`src/sv/wtp_pkg.sv`:
```
// Package with the shared types and constants of the WAH to PLWAH word compressor.
package wtp_pkg;

  localparam int unsigned WordW = 32;

  // Fields of a WAH/PLWAH code word.
  localparam int unsigned FillFlagBit = 31;
  localparam int unsigned PbFlagBit   = 29;
  localparam int unsigned PbOneBit    = 28;
  localparam int unsigned PbPosLsb    = 23;
  localparam int unsigned PbPosW      = 5;
  localparam int unsigned LitW        = 31;

  localparam logic [WordW-1:0] ZeroFillOne = 32'h8000_0001;
  localparam logic [WordW-1:0] ZeroLiteral = 32'h0000_0000;

  // Output queue geometry.
  localparam int unsigned QDepth = 4;
  localparam int unsigned QPtrW  = $clog2(QDepth);
  localparam int unsigned QCntW  = $clog2(QDepth + 1);

  typedef struct packed {
    logic [WordW-1:0] in_word;
    logic             end_of_vector;
  } wtp_in_t;

  typedef struct packed {
    logic [WordW-1:0] out_word;
    logic             out_last;
  } wtp_out_t;

  // State of the one-word holding stage.
  typedef struct packed {
    logic             valid;
    logic [WordW-1:0] word;
    logic             short_fill;
  } wtp_held_t;

  // What one input word produces: up to two results and the next held state.
  typedef struct packed {
    logic [1:0] num;
    wtp_out_t   res0;
    wtp_out_t   res1;
    wtp_held_t  held;
  } wtp_step_t;

endpackage

```
`src/sv/wah_to_plwah_word_compressor.sv`:
```
// Top level of the WAH to PLWAH word compressor.
//
// This block recodes a stream of 32-bit WAH code words into PLWAH code words,
// one word per cycle. A word accepted on the input channel lands in an input
// register; when the result queue has room for two results, it is recoded
// against the single held word and the results are written into the
// four-entry result queue, from which the output port reads them. Each
// word is held back until the next one arrives: a held zero literal then
// becomes the one-word zero fill, and a short fill followed by a literal with a
// single 0 or single 1 bit is merged with it into one word. The last word of a
// vector (end_of_vector set) flushes the held word, so such a word may produce
// two results, the final one carrying out_last. The input side sustains one
// transaction per cycle as long as the output side takes results as fast as
// they are produced; the single output port delivers one result per cycle, so
// a word that yields two results hands them out one after the other. The input stalls
// while the input register holds a word and the result queue holds more than
// two entries, because that word cannot be recoded until two results fit.
module wah_to_plwah_word_compressor (
  input  logic             clk_i,
  input  logic             rst_ni,
  input  logic             in_valid_i,
  output logic             in_stall_o,
  input  wtp_pkg::wtp_in_t in_data_i,
  output logic             out_valid_o,
  input  logic             out_stall_i,
  output wtp_pkg::wtp_out_t out_data_o
);
  import wtp_pkg::*;

  // Input register.
  logic      in_full_q, in_full_d;
  wtp_in_t   in_q;
  logic      in_accept;

  // Holding stage.
  wtp_held_t held_q;

  // Recoding and queue control.
  wtp_step_t step;
  logic      room;
  logic      proc;
  logic [1:0] wr_num;

  assign proc       = in_full_q && room;
  assign in_stall_o = in_full_q && !proc;
  assign in_accept  = in_valid_i && !in_stall_o;
  assign in_full_d  = in_accept || (in_full_q && !proc);
  assign wr_num     = proc ? step.num : 2'd0;

  always_ff @(posedge clk_i or negedge rst_ni) begin
    if (!rst_ni) begin
      in_full_q <= 1'b0;
    end else begin
      in_full_q <= in_full_d;
    end
  end

  always_ff @(posedge clk_i) begin
    if (in_accept) begin
      in_q <= in_data_i;
    end
  end

  // The held word and its flags only change when a word is recoded.
  always_ff @(posedge clk_i or negedge rst_ni) begin
    if (!rst_ni) begin
      held_q <= '0;
    end else if (proc) begin
      held_q <= step.held;
    end
  end

  wtp_recode u_recode (
    .held_i (held_q),
    .in_i   (in_q),
    .step_o (step)
  );

  wtp_out_queue u_out_queue (
    .clk_i       (clk_i),
    .rst_ni      (rst_ni),
    .wr_num_i    (wr_num),
    .wr_res0_i   (step.res0),
    .wr_res1_i   (step.res1),
    .room_o      (room),
    .out_valid_o (out_valid_o),
    .out_stall_i (out_stall_i),
    .out_data_o  (out_data_o)
  );

  // The last word of a vector always leaves the holding stage empty.
  a_eov_empties: assert property (@(posedge clk_i) disable iff (!rst_ni)
    (proc && in_q.end_of_vector) |=> !held_q.valid)
    else $error("held word survived end of vector");

  // A word flagged as a short fill really is a fill without piggyback bits.
  a_short_fill: assert property (@(posedge clk_i) disable iff (!rst_ni)
    (held_q.valid && held_q.short_fill) |->
      (held_q.word[FillFlagBit] && (held_q.word[PbFlagBit:PbPosLsb] == '0)))
    else $error("short fill flag inconsistent with held word");

  // Every recoded word that is not held produces at least one result.
  a_result_or_hold: assert property (@(posedge clk_i) disable iff (!rst_ni)
    proc |-> ((step.num != 2'd0) || step.held.valid))
    else $error("recoded word vanished");

  // Two results come only from a flush at the end of a vector.
  a_two_on_eov: assert property (@(posedge clk_i) disable iff (!rst_ni)
    (proc && (step.num == 2'd2)) |-> (in_q.end_of_vector && held_q.valid))
    else $error("two results without a flush");

endmodule

```
`src/sv/wtp_recode.sv`:
```
// Combinational recoding of one WAH word against the held word.
module wtp_recode (
  input  wtp_pkg::wtp_held_t held_i,
  input  wtp_pkg::wtp_in_t   in_i,
  output wtp_pkg::wtp_step_t step_o
);
  import wtp_pkg::*;

  logic [LitW-1:0]   ones;
  logic [LitW-1:0]   zeros;
  logic              ones_single;
  logic              zeros_single;
  logic              is_pb;
  logic [LitW-1:0]   pos_vec;
  logic [PbPosW-1:0] pos;
  logic [WordW-1:0]  h_word;
  logic              h_short;
  logic [WordW-1:0]  merged;
  logic              new_short;

  assign ones         = in_i.in_word[LitW-1:0];
  assign zeros        = ~in_i.in_word[LitW-1:0];
  assign ones_single  = (ones != '0) && ((ones & (ones - 1'b1)) == '0);
  assign zeros_single = (zeros != '0) && ((zeros & (zeros - 1'b1)) == '0);
  assign is_pb        = !in_i.in_word[FillFlagBit] && (ones_single || zeros_single);
  assign pos_vec      = zeros_single ? zeros : ones;

  // The selected vector has a single set bit, so its position is an OR of indexes.
  always_comb begin
    pos = '0;
    for (int i = 0; i < LitW; i++) begin
      if (pos_vec[i]) begin
        pos = pos | PbPosW'(i);
      end
    end
  end

  // A held zero literal followed by another word becomes a one-word zero fill.
  assign h_word  = (held_i.word == ZeroLiteral) ? ZeroFillOne : held_i.word;
  assign h_short = (held_i.word == ZeroLiteral) ? 1'b1 : held_i.short_fill;

  always_comb begin
    merged = h_word;
    merged[PbFlagBit] = 1'b1;
    merged[PbOneBit]  = h_word[PbOneBit] | !zeros_single;
    merged[PbPosLsb +: PbPosW] = h_word[PbPosLsb +: PbPosW] | pos;
  end

  assign new_short = in_i.in_word[FillFlagBit] && (in_i.in_word[PbFlagBit:PbPosLsb] == '0);

  always_comb begin
    step_o = '0;
    if (!held_i.valid) begin
      if (in_i.end_of_vector) begin
        step_o.num  = 2'd1;
        step_o.res0 = '{out_word: in_i.in_word, out_last: 1'b1};
      end else begin
        step_o.held = '{valid: 1'b1, word: in_i.in_word, short_fill: new_short};
      end
    end else if (h_short && is_pb) begin
      step_o.num  = 2'd1;
      step_o.res0 = '{out_word: merged, out_last: in_i.end_of_vector};
    end else begin
      step_o.res0 = '{out_word: h_word, out_last: 1'b0};
      if (in_i.end_of_vector) begin
        step_o.num  = 2'd2;
        step_o.res1 = '{out_word: in_i.in_word, out_last: 1'b1};
      end else begin
        step_o.num  = 2'd1;
        step_o.held = '{valid: 1'b1, word: in_i.in_word, short_fill: new_short};
      end
    end
  end

endmodule

```
`src/sv/wtp_out_queue.sv`:
```
// Result queue that takes up to two results a cycle and delivers one.
module wtp_out_queue (
  input  logic              clk_i,
  input  logic              rst_ni,
  input  logic [1:0]        wr_num_i,
  input  wtp_pkg::wtp_out_t wr_res0_i,
  input  wtp_pkg::wtp_out_t wr_res1_i,
  output logic              room_o,
  output logic              out_valid_o,
  input  logic              out_stall_i,
  output wtp_pkg::wtp_out_t out_data_o
);
  import wtp_pkg::*;

  wtp_out_t         mem_q [QDepth];
  logic [QPtrW-1:0] wr_ptr_q, wr_ptr_d;
  logic [QPtrW-1:0] rd_ptr_q, rd_ptr_d;
  logic [QCntW-1:0] cnt_q, cnt_d;
  logic [QPtrW-1:0] wr_ptr_nx;
  logic             rd_en;

  assign out_valid_o = (cnt_q != '0);
  assign out_data_o  = mem_q[rd_ptr_q];
  assign rd_en       = out_valid_o && !out_stall_i;
  // Room is judged on the current fill so that two results always fit.
  assign room_o      = (cnt_q <= QCntW'(QDepth - 2));
  assign wr_ptr_nx   = wr_ptr_q + 1'b1;

  always_comb begin
    wr_ptr_d = wr_ptr_q + QPtrW'(wr_num_i);
    rd_ptr_d = rd_ptr_q + QPtrW'(rd_en);
    cnt_d    = cnt_q + QCntW'(wr_num_i) - QCntW'(rd_en);
  end

  always_ff @(posedge clk_i or negedge rst_ni) begin
    if (!rst_ni) begin
      wr_ptr_q <= '0;
      rd_ptr_q <= '0;
      cnt_q    <= '0;
    end else begin
      wr_ptr_q <= wr_ptr_d;
      rd_ptr_q <= rd_ptr_d;
      cnt_q    <= cnt_d;
    end
  end

  always_ff @(posedge clk_i) begin
    if (wr_num_i != 2'd0) begin
      mem_q[wr_ptr_q] <= wr_res0_i;
    end
    if (wr_num_i == 2'd2) begin
      mem_q[wr_ptr_nx] <= wr_res1_i;
    end
  end

  // The fill level never exceeds the queue depth.
  a_no_overflow: assert property (@(posedge clk_i) disable iff (!rst_ni)
    cnt_q <= QCntW'(QDepth))
    else $error("result queue overflow");

  // Writes only happen while there was room for two results.
  a_write_with_room: assert property (@(posedge clk_i) disable iff (!rst_ni)
    (wr_num_i != 2'd0) |-> room_o)
    else $error("result queue written without room");

endmodule
```
`config.mk`:
```
export PLATFORM = sky130hd
export DESIGN_NAME = wah_to_plwah_word_compressor
export DESIGN_NICKNAME = d
export VERILOG_FILES = /design/src/sv/wtp_pkg.sv /design/src/sv/wah_to_plwah_word_compressor.sv /design/src/sv/wtp_recode.sv /design/src/sv/wtp_out_queue.sv
export SDC_FILE = /design/constraint.sdc
export NUM_CORES = 1
export LEC_CHECK = 0
export ABC_AREA = 1
export BUFFER_PORTS_ARGS = -buffer_cell sky130_fd_sc_hd__buf_2
export CAP_MARGIN = 15
export CORE_MARGIN = 10
export CORE_UTILIZATION = 55
export CTS_BUF_LIST = sky130_fd_sc_hd__clkbuf_16
export DETAILED_ROUTE_END_ITERATION = 7
export PLACE_DENSITY = 0.73
export SYNTH_ARGS = -nofsm -noshare
export SYNTH_HDL_FRONTEND = slang
export SYNTH_SLANG_ARGS = --single-unit
```
`constraint.sdc`:
```
create_clock -name clk_i -period 5.3 [get_ports clk_i]
set_clock_uncertainty 0.05 [all_clocks]
set_input_delay 1.325 -clock clk_i [delete_from_list [all_inputs] [get_ports clk_i]]
set_output_delay 1.325 -clock clk_i [all_outputs]
set_load 0.05 [all_outputs]
```
# --- Word-level counts from Yosys, hierarchy flattened ---
# Memory sizes are Yosys's and may differ from the RTL's.
# Cells that the tools add are included.
classes:
  n_addsub: 7
  magnitude_cmp: 1
  n_eq_ne: 1
  muxes: 57
  bitwise: 5
  reduce_logical: 24
ops:
  columns: ["operator", "count"]
  rows:
  - ["34-bit two-way mux", 6]
  - ["35-bit two-way mux", 4]
  - ["67-bit two-way mux", 2]
  - ["33-bit two-way mux", 4]
  - ["5-bit two-way mux", 15]
  - ["31-bit bitwise AND", 2]
  - ["31-bit logical NOT", 2]
  - ["31-bit nonzero test", 2]
  - ["31-bit by 1-bit subtractor with 31-bit output (second input constant)", 2]
  - ["32-bit logical NOT", 1]
  - ["32-bit two-way mux", 1]
  - ["4-bit two-way mux", 8]
  - ["31-bit two-way mux", 1]
  - ["31-bit NOT", 1]
  - ["2-bit two-way mux", 6]
  - ["3-bit two-way mux", 4]
  - ["1-bit logical AND", 9]
  - ["7-bit logical NOT", 1]
  - ["1-bit two-way mux", 6]
  - ["1-bit logical NOT", 5]
  - ["5-bit OR", 1]
  - ["3-bit by 2-bit adder with 3-bit output", 1]
  - ["3-bit by 2-bit <= comparator with 1-bit output (second input constant)", 1]
  - ["3-bit nonzero test", 1]
  - ["other kinds (8)", 9]
word_totals:
  register_bits: 75
  ram_bits: 132
  out_inout_bits: 35
  wordCells: 105
  mem_count: 1
memory_table:
  columns: ["memory", "depth", "word_bits", "rd", "rd_clocked_by_memory_dff", "write_ports", "line_no", "rtl"]
  rows:
  - ["u_out_queue.mem_q", 4, 33, 1, 0, 2, "wtp_out_queue.sv:15", "wtp_out_t mem_q [QDepth];"]

# --- Logic depth before layout (Yosys ltp) ---
# Gate-level depths: netlist of the first run.
depth:
  word_depth: 44
  ltp_mapped: 26

# --- Hierarchy ---
# From an unflattened synthesis of the first run, not the netlist that was laid out.
hier_totals:
  hier_cells: 1622
  area_unflattened_um2: 12665.9
by_module_without_submodules:
  columns: ["mod", "n_inst", "cells_each", "area_each_um2"]
  rows:
  - ["wtp_out_queue", 1, 737, 6959.2]
  - ["wtp_recode", 1, 693, 3083.0]
  - ["wah_to_plwah_word_compressor", 1, 192, 2623.8]

# --- Least setup slack after synthesis of the first run ---
# Ideal clock, no wire load.
synth_timing:
  path_kind: "register -> register"
  startpoint: "register u_out_queue.cnt_q[2]"
  endpoint: "memory u_out_queue.mem_q[3][0] (netlist bit) (enable)"
  setup_ns: 0.469
  arrival_ns: 3.642
  required_time_ns: 4.781
  slack_ns: 1.139
  path_stages_with_launch: 8
  period_less_slack_ns: 4.161
  cell_sequence: "dfrtp_1 > inv_1 > o21ai_0 > nor2_1 > clkinv_1 > a21oi_1 > inv_1 > o21ai_0"
synth_lines:
  columns: ["element", "line_no", "rtl"]
  rows:
  - ["from (decl)", "wtp_out_queue.sv:18", "logic [QCntW-1:0] cnt_q, cnt_d;"]
  - ["from (signal assigned)", "wtp_out_queue.sv:43", "cnt_q <= cnt_d;"]
  - ["to (decl)", "wtp_out_queue.sv:15", null]

==> flow_summary_export.csv, run 1 <==
group,metric,value,unit
clock_tree,clock-root-buffer,"clkbuf_16",
worst_hold_path,hold_depth,1,
worst_setup_path,worstRegToRegCells,16,
placement,io_buffer_count,71,
routing,drt-initial-drc-count,1177,
sta,setup_tns,0,ns
placement,dp_hpwl,25000,um
job,cap_violations,0,
worst_setup_path,worst-r2r-setup-slack,1.17,ns
sta,hold_viol,0,
grt,grt_first_pass_wirelength,55500,um
placement,gp_congestion,0.967,
routing,vias,10300,
sta,rsz0062_at_grt,"false",
placement,dp_slack,1.25,ns
power,p_per_area,600,nW/um2
routing,routedWlPerCell,19.8,um
synthesis,ys_warn_count,0,
cells_and_area,mostFrequentLayoutCells,"424 x nand2_1, 232 x o21ai_0, 167 x nor2_1",
grt,antenna_found_initial,0,
cells_and_area,areaGrowthSynthToFinish,8.81,%
synthesis,avgSynthCellArea,8.13,um2
routing,wl,34900,um
cells_and_area,final_common_cell,"nand2_1",
worst_setup_path,cp_top_family,"buffers and inverters",
clock_tree,cts_hold_buf,0,
power,ir_drop,0.344,mV
cells_and_area,diodes,0,
worst_setup_path,startpoint_type,"flip-flop",
synthesis,ys_types,38,
grt,globalRouteTotalUtil,24.6,%
worst_setup_path,cp_num_buf_inv,3,
worst_setup_path,max_stage_delay,0.84,ns
floorplan,dieArea,27700,um2
worst_setup_path,cp.required,3.92,ns
floorplan,core-area,21000,um2
synthesis,syn-num-nets,1493,
floorplan,die_h,166,um
cells_and_area,num-fill-cells,1882,
cells_and_area,drive_gt1_share,11.1,%
worst_setup_path,cp_num_cells,5,
synthesis,ys_seq_elements,207,
sta,fin_crit,4.19,ns
sta,maxSlewHeadroom,21.8,%
worst_setup_path,endpoint_kind,"primary output",
grt,gr-total-overflow,0,
floorplan,die_w,166,um
clock_tree,path_clk_slew,0.06,ns
power,power.leakage,0.00505,uW
sta,min_period_over_period,79.1,%
sta,finalWorstSetupSlack,1.11,ns
clock_tree,clk_latency,0.52,ns
sta,fmax,0.238,GHz
sta,holdWs,0.444,ns
synthesis,postSynthCellCount,1450,
floorplan,rows,53,
routing,postRouteAntennaNets,0,
sta,finalMaxSlewViolations,0,
worst_hold_path,min_path_type,"reg -> reg",
worst_setup_path,critPathSlowestCell,"inv_1",
clock_tree,clockBufferDepth,3,
clock_tree,cts_tree,"done",
floorplan,start_util,56.1,%
grt,grt_max_degree,58,
clock_tree,cts_setup_buffers,0,
floorplan,io_pins,72,
worst_setup_path,path_max_fanout,35,
clock_tree,cts_num_sinks,207,
synthesis,mappedNetlistArea,11800,um2
cells_and_area,num-nets-final,1512,
sta,setup_viol,0,
grt,grt_pass1_vias,10100,
routing,drtPass1Iterations,6,
clock_tree,cts.repair.resized,0,
power,total_power,7690,uW
clock_tree,cts.htree.levels,1,
clock_tree,cts_inserted_buffers,22,
worst_setup_path,path_cells,"buf_4 > inv_1 > o21ai_0 > o22ai_1 > buf_2",
outcome,status,"finished clean",
synthesis,ys_seq_area_share,51.0,%
worst_setup_path,arrival,2.82,ns
worst_setup_path,crit_type,"reg -> out",
routing,post-route-drc-count,0,
routing,viasPerCell,5.84,
sta,worstMarginPinSlew,1.17,ns
## worst paths after layout
check,startpoint,endpoint
setup / recovery,u_out_queue.rd_ptr_q[1],out_data_o[27]
hold / removal,u_out_queue.cnt_q[2],u_out_queue.cnt_q[2]
setup reg to reg,in_q[5],u_out_queue.cnt_q[2]
hold reg to reg,u_out_queue.cnt_q[2],u_out_queue.cnt_q[2]
max in group asynchronous,rst_ni,u_out_queue.rd_ptr_q[0]
min in group asynchronous,rst_ni,held_q[11]
## stage by stage
step / util [%] / area, um2 / instances
2_1_floorplan: - / 11800 / 1450
3_3_place_gp: 57.7 / 12100 / 1719
3_5_place_dp: 57.7 / 12100 / 1719
4_1_cts: 60.9 / 12800 / 1758
5_1_grt: 61.0 / 12800 / 1759
6_report: 61.0 / 12800 / 1759
## cell usage after synthesis
cell type | instances | area [um2]
a21oi_1 | 20 | 100
a31oi_1 | 2 | 12.5
and2_1 | 2 | 12.5
and3_1 | 1 | 6.26
buf_2 | 22 | 110
buf_4 | 10 | 75.1
buf_6 | 16 | 180
clkbuf_1 | 44 | 165
clkinv_1 | 2 | 7.51
dfrtp_1 | 42 | 1050
edfxtp_1 | 165 | 4950
fa_1 | 1 | 20.0
ha_1 | 5 | 62.6
inv_1 | 84 | 315
inv_2 | 7 | 26.3
nand2_1 | 424 | 1590
nand2_2 | 8 | 50.1
nand2_4 | 3 | 33.8
nand3_1 | 52 | 260
nand3_4 | 2 | 35.0
nand3b_1 | 3 | 22.5
nand4_1 | 16 | 100
nor2_1 | 168 | 631
nor2_2 | 5 | 31.3
nor2_4 | 13 | 146
nor2_8 | 1 | 20.0
nor3_1 | 11 | 55.1
nor3b_1 | 2 | 15.0
nor4_1 | 11 | 68.8
o2111ai_1 | 1 | 8.76
o21a_1 | 1 | 7.51
o21ai_0 | 236 | 1180
o21ai_1 | 26 | 130
o21ai_2 | 4 | 35.0
o22ai_1 | 34 | 213
o31ai_1 | 1 | 7.51
xnor2_1 | 2 | 17.5
xor2_1 | 3 | 26.3
## worst reg2reg max path, cell delays in order, from the launching register on
cell and delay (ns):
edfxtp_1 0.63, nand2_1 0.27, nor2_4 0.20, nand3_1 0.19, o21ai_1 0.26, nand2_1 0.12
inv_2 0.06, nand2_2 0.06, nor2_4 0.39, nand3_4 0.31, nand2_2 0.16, nand2_2 0.08
nand3_4 0.16, ha_1 0.29, fa_1 0.45, xnor2_1 0.20, xor2_1 0.19
## registers in the layout (all words and copies together) (netlist names)
register,cells
held_q,34
u_out_queue.mem_q,132
in_full_q,1
u_out_queue.rd_ptr_q,2
u_out_queue.cnt_q,3
in_q,33
u_out_queue.wr_ptr_q,2
## logic make-up (layout without fill, tap and decap cells)
group                      Yosys count  in the layout  synth area share, %
and+or+nand+nor                    722            722                 26.1
AOI/OAI and AO/OA                  325            325                 14.4
DFF                                207            207                 51.0
buffers and inverters              185            219                 7.46
adders and majority gates            6              6                0.701
xor gates and xnor gates             5              5                0.372
## layout make-up
class / count / area (um2) / area share, %
Multi-Input combinational cell: 1058 / 4950 / 38.6
Tap cell: 275 / 344 / 2.68
Clock buffer: 23 / 576 / 4.49
Sequential cell: 207 / 6010 / 46.8
Inverter: 93 / 349 / 2.72
Timing Repair Buffer: 87 / 495 / 3.86
Clock inverter: 16 / 100 / 0.780
## power by group
group	total (uW)	internal (uW)	switching, uW	leakage [uW]
registers	2810	2420	391	0.00206
logic	3430	858	2570	0.00264
clock network	1450	831	623	0.000349
## metal layers
metal / GRT usage (%) / part of all wire [%] / up-vias
met5: 0 / 0 / -
met4: 7.94 / 3.0 / 0
met3: 4.61 / 10 / 70
met2: 40.1 / 47 / 523
met1: 32.4 / 40 / 4771
li1: - / - / 4909
Note: power is estimated with default switching activity, not from simulation.
==> run 2: changes to the inputs <==
Settings changed: ABC_AREA 1 to 0, PLACE_DENSITY 0.73 to 0.74.
Clock period 5.3 ns to 4.1 ns, I/O delays scaled along.
==> run 2 against run 1 <==
  * Sequential cell count unchanged
  * Core utilization increased by 4.0 points
  * Cell count decreased by 34%
  * Synthesized area decreased by 9.6%
  * Global-route usage decreased by 2.2 points
  * Total power increased by 26%
  * Largest power group unchanged
==> flow_summary_export.csv, run 2 <==
group,metric,value,unit
worst_hold_path,hp-start,"u_out_queue.cnt_q[2]",
grt,grt_pass1_vias,7890,
synthesis,ys_types,70,
clock_tree,cts_inserted_buffers,22,
worst_setup_path,endpoint_kind,"flip-flop",
sta,fin_crit,3.98,ns
clock_tree,clock-root-buffer,"clkbuf_16",
outcome,status,"finished clean",
clock_tree,clockBufferDepth,3,
worst_setup_path,crit_type,"reg -> reg",
routing,post-route-drc-count,0,
routing,drtPass1Iterations,5,
routing,drt-initial-drc-count,990,
worst_setup_path,worstRegToRegCells,16,
worst_setup_path,path_max_fanout,6,
synthesis,synth_compound_area_share,17.6,%
routing,viasPerCell,6.68,
power,internal_power,5590,uW
worst_setup_path,r2r_start,"held_q[10]",
grt,gr-total-overflow,0,
clock_tree,clk_latency,0.51,ns
synthesis,synthSimpleGateAreaFrac,10.9,%
synthesis,yosys.cell_count.top_type,"edfxtp_1",
power,pwr-share-seq,36.1,%
placement,dp_slack,0.0366,ns
routing,routedWlPerCell,25.0,um
routing,wl,29200,um
cells_and_area,top_register,"u_out_queue.mem_q",
cells_and_area,areaGrowthSynthToFinish,15.2,%
sta,fmax,0.251,GHz
cells_and_area,diodes,0,
worst_hold_path,min_path_type,"reg -> reg",
synthesis,synth-xor-area-share,0.822,%
placement,gp_congestion,0.909,
power,ir_drop,0.485,mV
sta,finalWorstSetupSlack,0.122,ns
worst_hold_path,min_to,"u_out_queue.cnt_q[2]",
grt,globalRouteTotalUtil,22.4,%
cells_and_area,largest_registers,"u_out_queue.mem_q (132), held_q (34), in_q (33)",
worst_setup_path,worst-r2r-setup-slack,0.12,ns
floorplan,start_util,56.4,%
worst_hold_path,hold_depth,1,
power,power.net_switching,4090,uW
sta,worstMarginPinSlew,0.784,ns
synthesis,avgSynthCellArea,13.3,um2
power,total_power,9680,uW
sta,setup_viol,0,
cells_and_area,final_common_cell,"edfxtp_1",
synthesis,synth_area_leaders,"edfxtp_1 47%, a22o_1 11%, dfrtp_1 9.9%, mux4_2 7.0%, mux2_2 1.7%",
clock_tree,cts.htree.levels,1,
cells_and_area,drive_gt1_share,28.5,%
synthesis,synth-main-ff-cell,"edfxtp_1",
cells_and_area,mostFrequentLayoutCells,"165 x edfxtp_1, 132 x a22o_1, 71 x buf_2",
routing,postRouteAntennaNets,0,
synthesis,async_flop_share,20.3,%
sta,maxSlewHeadroom,47.7,%
synthesis,postSynthCellCount,798,
floorplan,die_h,159,um
placement,io_buffer_count,71,
synthesis,synth_top_family_by_area,"compound AO/OA/AOI/OAI gates",
synthesis,synth_edf_count,165,
floorplan,rows,50,
synthesis,ys_seq_area_share,56.4,%
clock_tree,path_clk_slew,0.06,ns
clock_tree,cts_tree,"done",
sta,holdWs,0.455,ns
synthesis,syn-num-nets,841,
clock_tree,cts_num_sinks,207,
worst_setup_path,cp.required,4.43,ns
floorplan,die_w,159,um
cells_and_area,largest_reg_flops,132,
sta,setup_tns,0,ns
synthesis,synth_top_area_share,46.5,%
cells_and_area,final_core_util,65.0,%
synthesis,yosysTopAreaCell,"edfxtp_1",
power,power.leakage,0.00455,uW
synthesis,synthMuxAreaShare,9.15,%
routing,vias,7770,
clock_tree,cts_hold_buf,0,
worst_setup_path,r2r_end,"u_out_queue.cnt_q[2]",
grt,grt_max_degree,43,
power,p_per_area,788,nW/um2
power,p_clk_share,18.0,%
sta,min_period_over_period,97.0,%
synthesis,ys_seq_elements,207,
grt,antenna_found_initial,0,
synthesis,synth_common_cells,"165 x edfxtp_1, 132 x a22o_1, 47 x clkbuf_1",
synthesis,ys_warn_count,0,
synthesis,yosys.area_share.adder,1.06,%
power,switching_share,42.3,%
floorplan,core-area,18900,um2
job,cap_violations,0,
sta,hold_viol,0,
cells_and_area,num-nets-final,932,
placement,dp_hpwl,19200,um
floorplan,dieArea,25300,um2
cells_and_area,num-fill-cells,1409,
worst_setup_path,arrival,4.31,ns
cells_and_area,regArea,6010,um2
grt,grt_first_pass_wirelength,46200,um
synthesis,mappedNetlistArea,10700,um2
worst_setup_path,startpoint_type,"flip-flop",
floorplan,io_pins,72,
power,combPwrFrac,45.9,%
sta,finalMaxSlewViolations,0,
cells_and_area,multi_input_area,4310,um2
-- run 2: per-layer routing --
layer,up-vias,share of wire (%),GRT usage (%)
met5,-,0,0
met4,0,1.9,5.94
met2,392,48,35.9
li1,3405,-,-
met1,3932,42,31.3
met3,41,8.1,3.54
-- run 2: worst max-delay path by stage --
stage | from | cells after the start | endpoint
global placement | in_q[14] | 17 | u_out_queue.cnt_q[2]
CTS | in_q[14] | 17 | u_out_queue.cnt_q[2]
finish | held_q[10] | 16 | u_out_queue.cnt_q[2]
detailed placement | in_q[14] | 17 | u_out_queue.cnt_q[2]
global route | in_q[24] | 16 | u_out_queue.cnt_q[2]
floorplan | in_q[5] | 11 | u_out_queue.mem_q[1][0]
-- run 2: area by class of cell --
type	count	share of cell area [%]
Timing Repair Buffer	142	7.78
Sequential cell	207	48.9
Clock buffer	22	4.48
Tap cell	260	2.65
Inverter	13	0.398
Clock inverter	17	0.663
Multi-Input combinational cell	503	35.1
-- run 2: power groups by stage --
stage | clock [uW] | sequential (uW) | combinational [uW]
2_1_floorplan | 0 | 3280 | 3360
4_1_cts | 1760 | 3480 | 4410
6_report | 1740 | 3490 | 4450
5_1_grt | 1870 | 3560 | 4730
3_3_place_gp | 0 | 3480 | 4290
3_5_place_dp | 0 | 3520 | 4390
-- run 2: logic make-up (layout without fill, tap and decap cells) --
family | after synthesis | count (layout)
adder cells (fa/ha/maj) | 9 | 9
AND/OR/NAND/NOR | 206 | 206
XOR/XNOR | 10 | 10
buffers and inverters | 88 | 194
multiplexers | 54 | 54
AO/OA/AOI/OAI | 224 | 224
flip-flops | 207 | 207
-- run 2: what timing repair did --
action / in CTS / in global routing
setup buffers: 0 / 7
gates resized for setup: 0 / 10
setup endpoints to repair: 0 / 2
-- run 2: critical path: stages (launching register included) --
cell,delay [ns]
dfrtp_1,0.45
nor4_1,0.55
nand4_1,0.30
o21ba_2,0.30
nor3_1,0.21
nand4b_1,0.20
o22a_1,0.28
and2_4,0.18
a21oi_4,0.12
inv_1,0.06
ha_1,0.27
inv_1,0.07
ha_1,0.14
inv_1,0.05
fa_2,0.33
xor2_1,0.17
xnor2_1,0.13
-- run 2: metrics by stage --
stage | std cells | cell area (um2)
after floorplan | 798 | 10700
after global placement | 1117 | 11500
after detailed placement | 1117 | 11500
after CTS | 1156 | 12200
after global routing | 1164 | 12300
final | 1164 | 12300
==> run 3: changes to the inputs <==
==> constraint.sdc (replaced) <==
create_clock -name clk_i -period 4.1 [get_ports clk_i]
set_clock_uncertainty 0.05 [all_clocks]
set_input_delay 0.41 -clock clk_i [delete_from_list [all_inputs] [get_ports clk_i]]
set_output_delay 0.41 -clock clk_i [all_outputs]
set_load 0.05 [all_outputs]
==> run 3 against run 2 <==
  * Critical path depth unchanged
  * Non-clock buffer count decreased by 9
  * Sequential share of layout area increased by 0.19 points
  * Combinational power decreased by 2%
  * Via count increased by 0.23%
  * Wire length decreased by 1.2%
  * Total power increased by 0.67%
  * Sequential power increased by 1%
  * Global-route usage decreased by 0.13 points
  * Largest cell class unchanged
==> flow_summary_export.csv, run 3 (synthesized netlist as in run 2, its figures left out) <==
group,metric,value,unit
placement,io_buffer_count,71,
floorplan,start_util,56.4,%
sta,holdWs,0.0236,ns
worst_setup_path,startpoint_type,"flip-flop",
cells_and_area,largest_registers,"u_out_queue.mem_q (132), held_q (34), in_q (33)",
clock_tree,cts_num_sinks,207,
clock_tree,cts_tree,"done",
cells_and_area,areaGrowthSynthToFinish,14.8,%
routing,postRouteAntennaNets,0,
floorplan,die_h,159,um
cells_and_area,num-nets-final,923,
power,p_per_area,797,nW/um2
cells_and_area,final_common_cell,"edfxtp_1",
sta,finalMaxSlewViolations,0,
sta,min_period_over_period,96.8,%
floorplan,die_w,159,um
grt,met2_usage,35.7,%
outcome,status,"finished clean",
floorplan,rows,50,
clock_tree,cts_hold_buf,0,
clock_tree,cts.htree.levels,1,
sta,worstMarginPinSlew,1.09,ns
worst_setup_path,worstRegToRegCells,16,
grt,grt_pass1_vias,7993,
worst_setup_path,cp.required,4.44,ns
floorplan,core-area,18900,um2
clock_tree,path_clk_slew,0.06,ns
sta,fin_crit,3.97,ns
cells_and_area,final_core_util,64.7,%
grt,grt_max_degree,43,
floorplan,dieArea,25300,um2
worst_setup_path,path_max_fanout,6,
routing,viasPerCell,6.74,
routing,vias,7788,
worst_setup_path,r2r_end,"u_out_queue.cnt_q[2]",
power,total_power,9740,uW
grt,antenna_found_initial,0,
job,cap_violations,0,
worst_setup_path,endpoint,"u_out_queue.cnt_q[2]",
routing,wl,28800,um
grt,use_met1,29.8,%
grt,grt_first_pass_wirelength,45800,um
cells_and_area,largest_reg_flops,132,
cells_and_area,drive_gt1_share,28.7,%
floorplan,io_pins,72,
clock_tree,clockBufferDepth,3,
routing,drt-initial-drc-count,833,
clock_tree,cts_inserted_buffers,22,
worst_setup_path,crit_type,"reg -> reg",
routing,drtPass1Iterations,7,
cells_and_area,mostFrequentLayoutCells,"165 x edfxtp_1, 132 x a22o_1, 71 x buf_2",
sta,rsz0062_at_grt,"false",
placement,dp_hpwl,18700,um
sta,fmax,0.252,GHz
grt,globalRouteTotalUtil,22.3,%
grt,gr-total-overflow,0,
grt,use_met3,4.34,%
clock_tree,clk_latency,0.51,ns
sta,hold_viol,0,
worst_setup_path,worst-r2r-setup-slack,0.13,ns
worst_setup_path,r2r_start,"held_q[9]",
sta,maxSlewHeadroom,27.3,%
clock_tree,clock-root-buffer,"clkbuf_16",
power,power.leakage,0.00450,uW
placement,gp_congestion,0.921,
cells_and_area,diodes,0,
sta,setup_viol,0,
worst_setup_path,crit_start,"held_q[9]",
worst_setup_path,arrival,4.31,ns
worst_hold_path,min_path_type,"in -> reg",
routing,post-route-drc-count,0,
grt,top_usage_layer,"met2",
routing,routedWlPerCell,24.9,um
power,ir_drop,0.516,mV
worst_setup_path,endpoint_kind,"flip-flop",
cells_and_area,top_register,"u_out_queue.mem_q",
-- run 3: area by class of cell --
class / instances / area [um2]
fill: 1453 / 6660
sequential: 207 / 6010
multi-input combinational: 503 / 4320
timing repair buffer: 133 / 858
clock buffer: 23 / 576
tap: 260 / 325
clock inverter: 17 / 95.1
inverter: 13 / 48.8
-- run 3: worst max-delay path, stage by stage (launching register included) --
cell	delay [ns]
dfrtp_1	0.45
nor4_1	0.53
nand4_1	0.30
o21ba_2	0.30
nor3_1	0.22
nand4b_1	0.18
o22a_1	0.26
and2_4	0.17
a21oi_2	0.15
inv_1	0.06
ha_1	0.27
inv_1	0.06
ha_1	0.14
inv_1	0.05
fa_1	0.37
xor2_1	0.18
xnor2_1	0.13
-- run 3: layer usage --
metal / vias to the layer above / part of all wire, %
met2: 504 / 48
met1: 3832 / 40
li1: 3391 / -
met3: 61 / 10
met4: 0 / 2.4
met5: - / 0
-- run 3: worst min path at each step --
| stage | startpoint | end | slack (ns) | cells after the start |
|---|---|---|---|---|
| floorplan | rst_ni | held_q[0] | 0.06 | 0 |
| global route | in_data_i[32] | in_q[32] | 0.01 | 1 |
| finish | in_data_i[28] | in_q[28] | 0.02 | 1 |
| detailed placement | held_q[0] | held_q[0] | 0.42 | 2 |
| global placement | held_q[0] | held_q[0] | 0.41 | 2 |
| CTS | in_data_i[28] | in_q[28] | 0.02 | 1 |
-- run 3: through the flow --
| step | cell area [um2] | TNS (ns) | setup slack (ns) | instances |
|---|---|---|---|---|
| finish | 12200 | 0 | 0.132 | 1156 |
| global route | 12200 | 0 | 0.00419 | 1156 |
| CTS | 12100 | 0 | 0.0772 | 1151 |
| detailed placement | 11500 | 0 | 0.0973 | 1111 |
| global placement | 11500 | 0 | 0.169 | 1111 |
| floorplan | 10700 | -0.799 | -0.0242 | 798 |
-- run 3: where the power goes --
part           switching [uW]  total [uW]  internal [uW]  leakage (uW)
combinational            2780        4350           1570       0.00209
clock                     781        1850           1070      0.000355
sequential                527        3540           3010       0.00206
-- run 3: timing repair --
action	4_1_cts	5_1_grt
setup buffers	0	5
hold endpoints to repair	0	0
endpoints found under the setup margin	0	1
resized for setup	0	13
